## src/rtl/core/svs_pkg.sv

```systemverilog
// Shared types and constants for the scan validity segmenter.
// Depends on nothing; every other file of the block imports it.
package svs_pkg;

   // Widths of the result fields.
   localparam int SEG_POS_W   = 10;
   localparam int SEG_LEN_W   = 11;
   localparam int SHORT_LEN_W = 4;

   // Reset value of the short-length register.
   localparam logic [SHORT_LEN_W-1:0] SHORT_LEN_RESET = 4'd3;

   // A scan needs this many points before a partition can be reported.
   localparam int MIN_POINTS = 3;

   // Result queue geometry.
   localparam int RSP_DEPTH = 8;
   localparam int RSP_PTR_W = $clog2(RSP_DEPTH);
   localparam int RSP_CNT_W = $clog2(RSP_DEPTH + 1);

   // One input beat.
   typedef struct packed {
      logic undefined_flag;
      logic last_point;
   } req_item_type;

   // Registered input beat handed to the segmenter core.
   typedef struct packed {
      logic         valid;
      req_item_type item;
   } in_beat_type;

   // One result beat.
   typedef struct packed {
      logic                 seg_valid;
      logic [SEG_POS_W-1:0] seg_index;
      logic [SEG_POS_W-1:0] seg_start;
      logic [SEG_POS_W-1:0] seg_end;
      logic                 seg_undefined;
      logic [SEG_LEN_W-1:0] seg_length;
      logic [SEG_LEN_W-1:0] match_count;
      logic                 overflow;
      logic                 last_result;
   } rsp_item_type;

   // Results produced by one point: a closed partition, the final one, or both.
   typedef struct packed {
      logic         push0;
      logic         push1;
      rsp_item_type item0;
      rsp_item_type item1;
   } rsp_push_type;

endpackage

```

## src/rtl/core/svs_if.sv

```systemverilog
// Handshake interfaces for the request and result channels.
// Depends on svs_pkg for the result field widths.
interface svs_req_if;
   logic valid;
   logic ready;
   logic undefined_flag;
   logic last_point;

   modport source (output valid, undefined_flag, last_point, input ready);
   modport sink (input valid, undefined_flag, last_point, output ready);
endinterface

interface svs_rsp_if import svs_pkg::*; ();
   logic                 valid;
   logic                 ready;
   logic                 seg_valid;
   logic [SEG_POS_W-1:0] seg_index;
   logic [SEG_POS_W-1:0] seg_start;
   logic [SEG_POS_W-1:0] seg_end;
   logic                 seg_undefined;
   logic [SEG_LEN_W-1:0] seg_length;
   logic [SEG_LEN_W-1:0] match_count;
   logic                 overflow;
   logic                 last_result;

   modport source (output valid, seg_valid, seg_index, seg_start, seg_end, seg_undefined,
                   seg_length, match_count, overflow, last_result, input ready);
   modport sink (input valid, seg_valid, seg_index, seg_start, seg_end, seg_undefined,
                 seg_length, match_count, overflow, last_result, output ready);
endinterface

```

## src/rtl/core/svs_in_stage.sv

```systemverilog
// Input register of the segmenter and the request-side flow control.
// Depends on svs_pkg and svs_req_if.
module svs_in_stage
   import svs_pkg::*;
(
   input  logic                 clock,
   input  logic                 reset,
   svs_req_if.sink              req_chan,
   input  logic [RSP_CNT_W-1:0] rsp_level,
   output in_beat_type          in_beat
);

   logic         in_valid_ff;
   logic         in_valid_in;
   req_item_type item_ff;
   logic [RSP_CNT_W:0] reserved;
   logic         accept;

   // A beat is taken only when the result queue has room for the two results
   // that the registered point and the new point may each produce.
   always_comb begin
      reserved = {1'b0, rsp_level} + (in_valid_ff ? (RSP_CNT_W+1)'(2) : '0);
      req_chan.ready = (reserved <= (RSP_CNT_W+1)'(RSP_DEPTH - 2));
   end

   assign accept      = req_chan.valid & req_chan.ready;
   assign in_valid_in = accept;

   // Control bit of the input register.
   always_ff @(posedge clock) begin
      if (reset) begin
         in_valid_ff <= 1'b0;
      end else begin
         in_valid_ff <= in_valid_in;
      end
   end

   // Payload of the input register.
   always_ff @(posedge clock) begin
      if (accept) begin
         item_ff.undefined_flag <= req_chan.undefined_flag;
         item_ff.last_point     <= req_chan.last_point;
      end
   end

   assign in_beat.valid = in_valid_ff;
   assign in_beat.item  = item_ff;

endmodule

```

## src/rtl/core/svs_core.sv

```systemverilog
// Segmenter state and the per-point decision with two points of lookahead.
// Depends on svs_pkg; fed by svs_in_stage, feeds svs_rsp_fifo.
module svs_core
   import svs_pkg::*;
#(
   parameter int MAX_POINTS = 1024
) (
   input  logic                   clock,
   input  logic                   reset,
   input  logic                   csr_wr_en,
   input  logic [SHORT_LEN_W-1:0] csr_wr_data,
   input  in_beat_type            in_beat,
   output rsp_push_type           rsp_push
);

   localparam int PCW = $clog2(MAX_POINTS + 1);
   localparam int CW  = (PCW > SHORT_LEN_W) ? PCW : SHORT_LEN_W;

   logic [SHORT_LEN_W-1:0] short_len_ff;
   logic [PCW-1:0]         pc_ff, pc_in;
   logic [1:0]             la_ff, la_in;
   logic                   cs_ff, cs_in;
   logic [PCW-1:0]         start_ff, start_in;
   logic [PCW-1:0]         len_ff, len_in;
   logic [PCW-1:0]         match_ff, match_in;
   logic [SEG_POS_W-1:0]   part_ff, part_in;
   logic                   ovf_ff, ovf_in;

   logic                   flag;
   logic                   in_range;
   logic                   close;
   logic [PCW-1:0]         fin_match;
   rsp_item_type           close_item;
   rsp_item_type           final_item;

   assign flag     = in_beat.item.undefined_flag;
   assign in_range = (pc_ff < PCW'(MAX_POINTS));

   // Decide the point two places back, using the two newest points as lookahead.
   always_comb begin
      pc_in    = pc_ff;
      la_in    = la_ff;
      cs_in    = cs_ff;
      start_in = start_ff;
      len_in   = len_ff;
      match_in = match_ff;
      part_in  = part_ff;
      ovf_in   = ovf_ff;
      close    = 1'b0;
      if (in_beat.valid) begin
         if (in_range) begin
            if (pc_ff == '0) begin
               cs_in    = flag;
               start_in = '0;
               len_in   = PCW'(1);
               match_in = PCW'(1);
               part_in  = '0;
            end else if (pc_ff >= PCW'(MIN_POINTS)) begin
               if (la_ff[1] == cs_ff) begin
                  len_in   = len_ff + PCW'(1);
                  match_in = match_ff + PCW'(1);
               end else if ((la_ff[0] != cs_ff) && (flag != cs_ff)) begin
                  if (CW'(len_ff) < CW'(short_len_ff)) begin
                     // Too short to stand alone: the partition takes the new state.
                     cs_in    = ~cs_ff;
                     match_in = PCW'(1);
                     len_in   = len_ff + PCW'(1);
                  end else begin
                     close    = 1'b1;
                     part_in  = part_ff + SEG_POS_W'(1);
                     cs_in    = ~cs_ff;
                     start_in = pc_ff - PCW'(2);
                     len_in   = PCW'(1);
                     match_in = PCW'(1);
                  end
               end else begin
                  // One or two opposing points are absorbed without counting.
                  len_in = len_ff + PCW'(1);
               end
            end
            la_in = {la_ff[0], flag};
            pc_in = pc_ff + PCW'(1);
         end else begin
            ovf_in = 1'b1;
         end
      end
   end

   // Result for a partition closed by this point.
   always_comb begin
      close_item.seg_valid     = 1'b1;
      close_item.seg_index     = part_ff;
      close_item.seg_start     = SEG_POS_W'(start_ff);
      close_item.seg_end       = SEG_POS_W'(pc_ff - PCW'(3));
      close_item.seg_undefined = cs_ff;
      close_item.seg_length    = SEG_LEN_W'(len_ff);
      close_item.match_count   = SEG_LEN_W'(match_ff);
      close_item.overflow      = ovf_ff;
      close_item.last_result   = 1'b0;
   end

   // Final result of the scan; the last two points join the open partition.
   always_comb begin
      fin_match = match_in + PCW'(la_in[1] == cs_in) + PCW'(la_in[0] == cs_in);
      if (pc_in < PCW'(MIN_POINTS)) begin
         final_item             = '0;
         final_item.last_result = 1'b1;
      end else begin
         final_item.seg_valid     = 1'b1;
         final_item.seg_index     = part_in;
         final_item.seg_start     = SEG_POS_W'(start_in);
         final_item.seg_end       = SEG_POS_W'(pc_in - PCW'(1));
         final_item.seg_undefined = cs_in;
         final_item.seg_length    = SEG_LEN_W'(pc_in - start_in);
         final_item.match_count   = SEG_LEN_W'(fin_match);
         final_item.overflow      = ovf_in;
         final_item.last_result   = 1'b1;
      end
   end

   // Order the results: a closed partition always comes before the final one.
   always_comb begin
      rsp_push.push0 = in_beat.valid & (close | in_beat.item.last_point);
      rsp_push.push1 = in_beat.valid & close & in_beat.item.last_point;
      rsp_push.item0 = close ? close_item : final_item;
      rsp_push.item1 = final_item;
   end

   // Short-length register.
   always_ff @(posedge clock) begin
      if (reset) begin
         short_len_ff <= SHORT_LEN_RESET;
      end else if (csr_wr_en) begin
         short_len_ff <= csr_wr_data;
      end
   end

   // Scan state; it clears after the last point so the next beat opens a new scan.
   always_ff @(posedge clock) begin
      if (reset || (in_beat.valid && in_beat.item.last_point)) begin
         pc_ff    <= '0;
         la_ff    <= '0;
         cs_ff    <= 1'b0;
         start_ff <= '0;
         len_ff   <= '0;
         match_ff <= '0;
         part_ff  <= '0;
         ovf_ff   <= 1'b0;
      end else begin
         pc_ff    <= pc_in;
         la_ff    <= la_in;
         cs_ff    <= cs_in;
         start_ff <= start_in;
         len_ff   <= len_in;
         match_ff <= match_in;
         part_ff  <= part_in;
         ovf_ff   <= ovf_in;
      end
   end

`ifndef SYNTH
   // The second slot is used only behind a closed partition, as the final result.
   a_second_needs_first: assert property (@(posedge clock) disable iff (reset)
      rsp_push.push1 |-> (rsp_push.push0 && !rsp_push.item0.last_result
                          && rsp_push.item1.last_result))
      else $error("second result without a closed partition ahead of it");

   // The point counter never passes the scan limit.
   a_pc_bound: assert property (@(posedge clock) disable iff (reset)
      pc_ff <= PCW'(MAX_POINTS))
      else $error("point counter beyond the scan limit");

   // A last point leaves the block ready for point zero of a new scan.
   a_clear_after_last: assert property (@(posedge clock) disable iff (reset)
      (in_beat.valid && in_beat.item.last_point) |=> (pc_ff == '0 && !ovf_ff))
      else $error("scan state not cleared after the last point");

   // Overflow can only be flagged once the scan is full.
   a_ovf_full: assert property (@(posedge clock) disable iff (reset)
      ovf_ff |-> (pc_ff == PCW'(MAX_POINTS)))
      else $error("overflow flagged on a scan that is not full");
`endif

endmodule

```

## src/rtl/core/svs_rsp_fifo.sv

```systemverilog
// Result queue: takes up to two results a cycle and drives the result channel.
// Depends on svs_pkg and svs_rsp_if.
module svs_rsp_fifo
   import svs_pkg::*;
(
   input  logic                 clock,
   input  logic                 reset,
   input  rsp_push_type         rsp_push,
   svs_rsp_if.source            rsp_chan,
   output logic [RSP_CNT_W-1:0] rsp_level
);

   rsp_item_type         mem_ff [RSP_DEPTH];
   logic [RSP_PTR_W-1:0] wr_ptr_ff, wr_ptr_in;
   logic [RSP_PTR_W-1:0] rd_ptr_ff, rd_ptr_in;
   logic [RSP_CNT_W-1:0] count_ff, count_in;
   logic [RSP_PTR_W-1:0] wr_ptr_next;
   logic [1:0]           push_num;
   logic                 pop;
   rsp_item_type         head;

   assign pop         = rsp_chan.valid & rsp_chan.ready;
   assign push_num    = {1'b0, rsp_push.push0} + {1'b0, rsp_push.push1};
   assign wr_ptr_next = wr_ptr_ff + RSP_PTR_W'(1);

   // Pointer and level bookkeeping.
   always_comb begin
      wr_ptr_in = wr_ptr_ff + RSP_PTR_W'(push_num);
      rd_ptr_in = rd_ptr_ff + RSP_PTR_W'(pop);
      count_in  = count_ff + RSP_CNT_W'(push_num) - RSP_CNT_W'(pop);
   end

   always_ff @(posedge clock) begin
      if (reset) begin
         wr_ptr_ff <= '0;
         rd_ptr_ff <= '0;
         count_ff  <= '0;
      end else begin
         wr_ptr_ff <= wr_ptr_in;
         rd_ptr_ff <= rd_ptr_in;
         count_ff  <= count_in;
      end
   end

   // Storage; the second result lands right behind the first.
   always_ff @(posedge clock) begin
      if (rsp_push.push0) begin
         mem_ff[wr_ptr_ff] <= rsp_push.item0;
      end
      if (rsp_push.push1) begin
         mem_ff[wr_ptr_next] <= rsp_push.item1;
      end
   end

   // Head of the queue drives the result beat.
   assign head                   = mem_ff[rd_ptr_ff];
   assign rsp_chan.valid         = (count_ff != '0);
   assign rsp_chan.seg_valid     = head.seg_valid;
   assign rsp_chan.seg_index     = head.seg_index;
   assign rsp_chan.seg_start     = head.seg_start;
   assign rsp_chan.seg_end       = head.seg_end;
   assign rsp_chan.seg_undefined = head.seg_undefined;
   assign rsp_chan.seg_length    = head.seg_length;
   assign rsp_chan.match_count   = head.match_count;
   assign rsp_chan.overflow      = head.overflow;
   assign rsp_chan.last_result   = head.last_result;
   assign rsp_level              = count_ff;

`ifndef SYNTH
   // Flow control upstream must keep the queue from overfilling.
   a_no_overfill: assert property (@(posedge clock) disable iff (reset)
      (RSP_CNT_W+1)'(count_ff) + (RSP_CNT_W+1)'(push_num) <= (RSP_CNT_W+1)'(RSP_DEPTH))
      else $error("result queue overfilled");

   // The level moves exactly by pushes minus pops.
   a_level_track: assert property (@(posedge clock) disable iff (reset)
      ##1 (count_ff == $past(count_ff) + RSP_CNT_W'($past(push_num)) - RSP_CNT_W'($past(pop))))
      else $error("result queue level out of step");

   // The read and write pointers stay consistent with the level.
   a_ptr_level: assert property (@(posedge clock) disable iff (reset)
      (RSP_PTR_W'(wr_ptr_ff - rd_ptr_ff) == RSP_PTR_W'(count_ff)))
      else $error("result queue pointers disagree with level");
`endif

endmodule

```

## src/rtl/core/scan_validity_segmenter_top.sv

```systemverilog
// Scan validity segmenter: one scan point per beat in, one result beat per
// partition out. The block takes a point in every cycle; each point is
// registered, and in the next cycle it completes the lookahead for the point two
// places before it, which is then decided against the open partition. The
// results enter an eight-deep result queue. A point that both closes a partition
// and ends the scan yields two result beats. The request side pauses only while
// the result queue lacks room for two results from each point in flight, which
// happens only when the result side stalls. The user must write the short-length
// register through csr_wr_en / csr_wr_data only between scans; the block itself
// does not enforce this.
// Depends on svs_pkg, svs_if, svs_in_stage, svs_core and svs_rsp_fifo.
module scan_validity_segmenter_top
   import svs_pkg::*;
#(
   parameter int MAX_POINTS = 1024
) (
   input  logic                   clock,
   input  logic                   reset,
   input  logic                   csr_wr_en,
   input  logic [SHORT_LEN_W-1:0] csr_wr_data,
   svs_req_if.sink                req_chan,
   svs_rsp_if.source              rsp_chan
);

   in_beat_type          in_beat;
   rsp_push_type         rsp_push;
   logic [RSP_CNT_W-1:0] rsp_level;

   // Input register and request flow control.
   svs_in_stage u_in_stage (
      .clock     (clock),
      .reset     (reset),
      .req_chan  (req_chan),
      .rsp_level (rsp_level),
      .in_beat   (in_beat)
   );

   // Partition decision and scan state.
   svs_core #(
      .MAX_POINTS (MAX_POINTS)
   ) u_core (
      .clock       (clock),
      .reset       (reset),
      .csr_wr_en   (csr_wr_en),
      .csr_wr_data (csr_wr_data),
      .in_beat     (in_beat),
      .rsp_push    (rsp_push)
   );

   // Result queue.
   svs_rsp_fifo u_rsp_fifo (
      .clock     (clock),
      .reset     (reset),
      .rsp_push  (rsp_push),
      .rsp_chan  (rsp_chan),
      .rsp_level (rsp_level)
   );

endmodule

```

## src/flat_wrapper.sv

```systemverilog
// flat-port wrapper written by rule: the top's interface ports become plain ports
module scan_validity_segmenter_top_flat import svs_pkg::*;
#(
   parameter int MAX_POINTS = 1024
)
  (clock, reset, csr_wr_en, csr_wr_data, req_chan_valid, req_chan_undefined_flag, req_chan_last_point, req_chan_ready, rsp_chan_valid, rsp_chan_seg_valid, rsp_chan_seg_index, rsp_chan_seg_start, rsp_chan_seg_end, rsp_chan_seg_undefined, rsp_chan_seg_length, rsp_chan_match_count, rsp_chan_overflow, rsp_chan_last_result, rsp_chan_ready);
  svs_req_if req_chan_i ();
  svs_rsp_if rsp_chan_i ();
  input  logic clock;
  input  logic reset;
  input  logic csr_wr_en;
  input  logic [SHORT_LEN_W-1:0] csr_wr_data;
  input wire logic [$bits(req_chan_i.valid)-1:0] req_chan_valid;
  input wire logic [$bits(req_chan_i.undefined_flag)-1:0] req_chan_undefined_flag;
  input wire logic [$bits(req_chan_i.last_point)-1:0] req_chan_last_point;
  output wire logic [$bits(req_chan_i.ready)-1:0] req_chan_ready;
  output wire logic [$bits(rsp_chan_i.valid)-1:0] rsp_chan_valid;
  output wire logic [$bits(rsp_chan_i.seg_valid)-1:0] rsp_chan_seg_valid;
  output wire logic [$bits(rsp_chan_i.seg_index)-1:0] rsp_chan_seg_index;
  output wire logic [$bits(rsp_chan_i.seg_start)-1:0] rsp_chan_seg_start;
  output wire logic [$bits(rsp_chan_i.seg_end)-1:0] rsp_chan_seg_end;
  output wire logic [$bits(rsp_chan_i.seg_undefined)-1:0] rsp_chan_seg_undefined;
  output wire logic [$bits(rsp_chan_i.seg_length)-1:0] rsp_chan_seg_length;
  output wire logic [$bits(rsp_chan_i.match_count)-1:0] rsp_chan_match_count;
  output wire logic [$bits(rsp_chan_i.overflow)-1:0] rsp_chan_overflow;
  output wire logic [$bits(rsp_chan_i.last_result)-1:0] rsp_chan_last_result;
  input wire logic [$bits(rsp_chan_i.ready)-1:0] rsp_chan_ready;
  assign req_chan_i.valid = req_chan_valid;
  assign req_chan_i.undefined_flag = req_chan_undefined_flag;
  assign req_chan_i.last_point = req_chan_last_point;
  assign req_chan_ready = req_chan_i.ready;
  assign rsp_chan_valid = rsp_chan_i.valid;
  assign rsp_chan_seg_valid = rsp_chan_i.seg_valid;
  assign rsp_chan_seg_index = rsp_chan_i.seg_index;
  assign rsp_chan_seg_start = rsp_chan_i.seg_start;
  assign rsp_chan_seg_end = rsp_chan_i.seg_end;
  assign rsp_chan_seg_undefined = rsp_chan_i.seg_undefined;
  assign rsp_chan_seg_length = rsp_chan_i.seg_length;
  assign rsp_chan_match_count = rsp_chan_i.match_count;
  assign rsp_chan_overflow = rsp_chan_i.overflow;
  assign rsp_chan_last_result = rsp_chan_i.last_result;
  assign rsp_chan_i.ready = rsp_chan_ready;
  scan_validity_segmenter_top #(.MAX_POINTS(MAX_POINTS)) u_core (.clock(clock), .reset(reset), .csr_wr_en(csr_wr_en), .csr_wr_data(csr_wr_data), .req_chan(req_chan_i), .rsp_chan(rsp_chan_i));
endmodule
```

## config.mk

```make
export PLATFORM = sky130hd
export DESIGN_NAME = scan_validity_segmenter_top_flat
export DESIGN_NICKNAME = d
export VERILOG_FILES = /design/src/rtl/core/svs_pkg.sv /design/src/rtl/core/svs_if.sv /design/src/rtl/core/svs_in_stage.sv /design/src/rtl/core/svs_core.sv /design/src/rtl/core/svs_rsp_fifo.sv /design/src/rtl/core/scan_validity_segmenter_top.sv /design/src/flat_wrapper.sv
export SDC_FILE = /design/constraint.sdc
export NUM_CORES = 1
export LEC_CHECK = 0
export CORE_MARGIN = 1
export CORE_UTILIZATION = 60
export CTS_CLUSTER_SIZE = 14
export DETAILED_ROUTE_END_ITERATION = 6
export DONT_BUFFER_PORTS = 1
export GPL_TIMING_DRIVEN = 0
export PLACE_DENSITY_LB_ADDON = 0.12
export SYNTH_ARGS = -nofsm -noshare
export SYNTH_HDL_FRONTEND = slang
export SYNTH_HIERARCHICAL = 1
export SYNTH_SLANG_ARGS = --single-unit
```

## constraint.sdc

```tcl
create_clock -name clock -period 18.9 [get_ports clock]
set_input_delay 1.89 -clock clock [delete_from_list [all_inputs] [get_ports clock]]
set_output_delay 1.89 -clock clock [all_outputs]
set_load 0.02 [all_outputs]
```

# Word-level counts from Yosys, hierarchy flattened
# Memories as Yosys holds them, arrays and structs flattened. A register that Yosys moved wholly into a read port is not among the register bits.
# Cells that the tools add are included.
word_totals:
  register_bits: 75
  input_bits: 11
  ram_bits: 448
  word_cells: 109
  n_memories: 1
  output_inout_bits: 58
memory_table:
  columns: ["name", "depth", "width", "read_ports", "rd_ports_with_merged_regs", "write_ports", "line", "source"]
  rows:
  - ["u_core.u_rsp_fifo.mem_ff", 8, 56, 1, 1, 2, "svs_rsp_fifo.sv:13", "rsp_item_type mem_ff [RSP_DEPTH];"]
op_classes:
  add_sub_neg: 17
  mux: 52
  bitwise_logic: 7
  n_reduce_logical: 7
  n_eq_ne: 5
  n_lt_le_gt_ge: 5
ops:
  columns: ["operator", "n"]
  rows:
  - ["$mux W11", 20]
  - ["$mux W56", 2]
  - ["$mux W10", 7]
  - ["$add A11 B1 Y11 const B", 3]
  - ["$add A11 B1 Y11", 2]
  - ["$mux W1", 19]
  - ["$ge A11 B2 Y1 const B", 1]
  - ["$logic_not A11 Y1", 1]
  - ["$lt A11 B11 Y1 const B", 1]
  - ["$lt A11 B2 Y1 const B", 1]
  - ["$lt A11 B4 Y1", 1]
  - ["$sub A11 B11 Y11", 1]
  - ["$sub A11 B2 Y11 const B", 1]
  - ["$add A10 B1 Y10 const B", 1]
  - ["$sub A10 B1 Y10 const B", 1]
  - ["$sub A10 B2 Y10 const B", 1]
  - ["$mux W2", 3]
  - ["$add A4 B5 Y5", 1]
  - ["$and A1 B1 Y1", 5]
  - ["$le A5 B3 Y1 const B", 1]
  - ["$add A4 B2 Y4", 1]
  - ["$reduce_bool A4 Y1", 1]
  - ["$sub A4 B1 Y4", 1]
  - ["$add A3 B1 Y3", 1]
  - ["other kinds (12)", 16]

# Logic depth before layout (Yosys ltp)
depth:
  depth_word: 13
  mapped_depth: 23
  depth_no_buf: 21

# Hierarchy
# The synthesis kept the hierarchy.
by_module_without_submodules:
  columns: ["mod", "seq_area_each_um2", "instances", "cells_per_inst", "area_each_um2"]
  rows:
  - ["svs_rsp_fifo", 13653.1, 1, 1227, 22913.2]
  - ["svs_core", 1241.2, 1, 681, 5148.7]
  - ["svs_in_stage", 80.1, 1, 15, 170.2]

# Worst setup path after synthesis
# No wires, ideal clock.
synth_timing:
  path_kind: "register to register"
  from: "register u_core.u_core.la_ff[1]"
  to: "memory u_core/u_rsp_fifo/mem_ff[2][0] in the netlist's numbering, enable pin"
  setup_time_ps: 556
  arrival_time_ps: 6611
  synth_period_minus_slack_ps: 7167
  required_time_ps: 18344
  stages_incl_launch_ff: 12
  path_slack_ps: 11733
  path_buffers: 3
  cell_sequence: "dfxtp_1 buf_2 nor4b_2 or2_1 nand2_1 nor4_4 inv_2 buf_2 clkbuf_1 nand2_1 nand2_1 o32ai_1"
synth_rtl:
  columns: ["item", "line", "source"]
  rows:
  - ["start, declared", "svs_core.sv:21", "logic [1:0] la_ff, la_in;"]
  - ["start signal, assigned", "svs_core.sv:151", "la_ff <= la_in;"]
  - ["end, declared", "svs_rsp_fifo.sv:13", null]

==> flow_summary.yaml <==
power_and_ir_drop:
  powerDensity_nw_per_um2: 89.0
  ir_worst_vdd_uv: 71.6
  power.leakage_nw: 11.5
  power_w: 0.00279
grt:
  grt_pass1_vias: 17700
  overflow: 0
  grtUsageTotal_pct: 32.3
  grt_pass1_wl_mm: 113
  grt_antenna_before_repair: 1
  grt_max_degree: 22
worst_setup_path:
  r2r-end: "u_core/u_rsp_fifo/mem_ff[7][23]"
  cp-end-kind: "flop"
  cp.required_ns: 19.37
  crit_arrival_ns: 7.27
  critPathLaunchType: "flop"
  r2r_setup_slack_ns: 12.10
  critPathKind: "reg -> reg"
  crit_path_max_fanout: 10
  worst_r2r_path_depth: 23
  endpoint: "u_core/u_rsp_fifo/mem_ff[7][23]"
  startpoint: "u_core/u_core/pc_ff[2]"
  worstReg2RegStart: "u_core/u_core/pc_ff[2]"
sta:
  max_freq_mhz: 147
  skew_ns: 0.0228
  fin_ws_ns: 12.10
  setup_tns_ns: 0
  max_slew_margin_pct: 19.9
  setup_viol: 0
  hold_violations: 0
  rsz0062_at_grt: "no"
  maxSlewViolCount: 0
  worst_pin_slew_ns: 1.20
  fin_crit_sh_pct: 36.0
  period_needed_ns: 6.80
drt:
  drc: 0
  firstDrtPassIters: 7
  drtIter0Drc: 1773
  wl_per_cell_um: 28.5
  vias: 17300
  wirelength_mm: 75.7
  vias_per_cell: 6.52
  antenna_left: 0
layout:
  layout_common_cells: "mux2_2, edfxtp_1, nor2_1, mux4_2, dfxtp_1"
  drive_gt1_share_pct: 39.6
  postLayoutCoreUtil_pct: 67.5
  final_common_cell: "mux2_2"
  layout.nets: 2055
  syn_to_final_growth_pct: 11.1
  fin_area_um2: 31400
  diodes: 0
clock_tree:
  postCtsSetupBuffers: 0
  clock_tree.root_cell: "clkbuf_16"
  cts_resized: 0
  clk_latency_ns: 0.61
  clock_sinks: 523
  cts_buffers: 54
  clk_pin_slew_worst_paths_ns: 0.06
  cts_tree: "yes"
  clockBufferDepth: 3
  cts_hold_buf: 0
  cts_max_level: 2
floorplan:
  fp.dieW_um: 219
  core.rowCount: 79
  initial_utilization_pct: 60.8
  ioPinCount: 69
  core_um2: 46500
  die_area_um2: 47900
  fp.dieH_um: 219
outcome:
  status: "finished clean"
yosys:
  yosys_warnings: 6
  postSynthCellCount: 1923
  synth_top_area_share_pct: 47.9
  synth.area.top_cells: "edfxtp_1, mux2_2, mux4_2"
  avgSynthCellArea_um2: 14.7
  synth_top_area_cell: "edfxtp_1"
  ys_seq_area_share_pct: 53.0
  syn_nets: 1974
  synth_ff_type: "edfxtp_1"
  synth_edf_count: 450
  netlist_area_um2: 28200
  synth-seq-cells: 523
  async_flop_share_pct: 0
  ys_types: 82
placed_design:
  io_buffers: 0
  gp_congestion: 0.932
  post-place-ws_ns: 12.29
  dp_hpwl_mm: 50.5
  place_area_um2: 29600
worst_hold_path:
  hp-class: "reg -> reg"
  min_path_cells: 2
run:
  cap_viol_max_count: 0
[how the worst min path moves through the flow]
stage | slack [ns] | end | from
after floorplan | 0.44 | u_core/u_core/short_len_ff[0] | u_core/u_core/short_len_ff[0]
after global placement | 0.47 | u_core/u_core/ovf_ff | u_core/u_core/ovf_ff
after detailed placement | 0.49 | u_core/u_core/short_len_ff[0] | u_core/u_core/short_len_ff[0]
after CTS | 0.51 | u_core/u_core/ovf_ff | u_core/u_core/ovf_ff
after global routing | 0.55 | u_core/u_core/short_len_ff[0] | u_core/u_core/short_len_ff[0]
final | 0.50 | u_core/u_core/ovf_ff | u_core/u_core/ovf_ff
[synthesized netlist by cell type (4+ instances only)]
master / count
buf_1: 6
a22oi_1: 10
a21oi_1: 23
nor2b_1: 25
o22ai_1: 4
and2_4: 4
a31oi_1: 5
edfxtp_1: 450
o21ai_1: 4
buf_6: 17
o21ai_0: 26
mux2_2: 476
and2_1: 16
o31ai_1: 13
and3_1: 9
nand3b_1: 5
inv_1: 33
nor4_1: 5
ha_1: 36
mux4_2: 112
mux2i_1: 5
and4b_1: 4
fa_1: 4
nor3_1: 17
xor2_1: 24
nand2_1: 65
or3_1: 5
a21o_1: 6
nand4_1: 14
xnor2_1: 43
dfxtp_1: 73
buf_2: 38
mux2_1: 40
nor3b_1: 4
buf_4: 31
o211ai_1: 5
a31o_2: 6
nand2b_1: 8
nor2_1: 134
nand3_1: 22
and4_1: 4
clkbuf_1: 33
[registers in the layout, summed over array words and instances, names as in the netlist]
register and cells:
u_core/u_rsp_fifo/wr_ptr_ff 3, u_core/u_in_stage/in_beat 2, u_core/u_rsp_fifo/rd_ptr_ff 3, u_core/u_core/start_ff 11, u_core/u_rsp_fifo/mem_ff 448, u_core/u_core/la_ff 2, u_core/u_core/ovf_ff 1, u_core/u_core/pc_ff 11
u_core/u_core/part_ff 10, u_core/u_core/short_len_ff 4, u_core/u_in_stage/in_valid_ff 1, u_core/u_core/len_ff 11, u_core/u_rsp_fifo/rsp_level 4, u_core/u_core/match_ff 11, u_core/u_core/cs_ff 1
[metal layers]
metal  share of wire, %  global-route usage (%)  vias to the layer above
met5              0.018                       0                        -
met2                 47                    51.6                      665
met4                3.4                    11.2                        2
met1                 42                    45.0                     8866
li1                   -                       -                     7637
met3                7.0                    5.32                      137
[area by class of cell]
class / instances / area [um2]
plain buffers: 126 / 766
clock buffers: 80 / 1550
clock inverters: 20 / 164
fillers: 3337 / 15100
inverters: 35 / 134
multi-input cells: 1239 / 12500
flip-flops and latches: 523 / 15000
well taps: 607 / 759
repair buffers: 25 / 548
[kinds of logic after synthesis]
group / after synthesis / share of synthesized area, %
AOI/OAI and AO/OA: 135 / 3.29
buffers and inverters: 161 / 3.19
DFF: 523 / 53.0
other: 1 / 0.0133
and+or+nand+nor: 358 / 6.55
adders and majority gates: 40 / 1.88
xor gates and xnor gates: 69 / 2.19
muxes: 636 / 29.9
[where the power goes]
part           switching (W)  leakage, nW  internal, W  total (W)
Sequential         0.0000106         4.95      0.00126    0.00127
Clock               0.000441        0.832     0.000606    0.00105
Combinational       0.000283         5.68     0.000190   0.000473
[worst max-delay path, stage by stage, from the launching register on]
cell and delay (ns):
dfxtp_1 0.35, buf_6 0.16, inv_1 0.11, ha_1 0.23, a21oi_1 0.39, nand3_1 0.24
nor2_1 0.42, nor2_1 0.07, o21ai_0 0.48, clkbuf_1 0.58, a22oi_1 0.31, inv_1 0.15
ha_1 0.18, inv_1 0.06, fa_1 0.46, a21o_1 0.18, a21oi_1 0.16, nor2b_1 0.08
o21a_1 0.20, o41ai_1 0.37, o21ai_0 0.20, xnor2_1 0.20, o31ai_1 0.78, mux2_2 0.30
[stage by stage]
stage | cells | hold slack (ns)
finish | 2655 | 0.503
global route | 2655 | 0.549
global placement | 2530 | 0.467
CTS | 2655 | 0.510
floorplan | 1923 | 0.442
detailed placement | 2555 | 0.491
No activity file was read; power rests on OpenSTA's default activity.
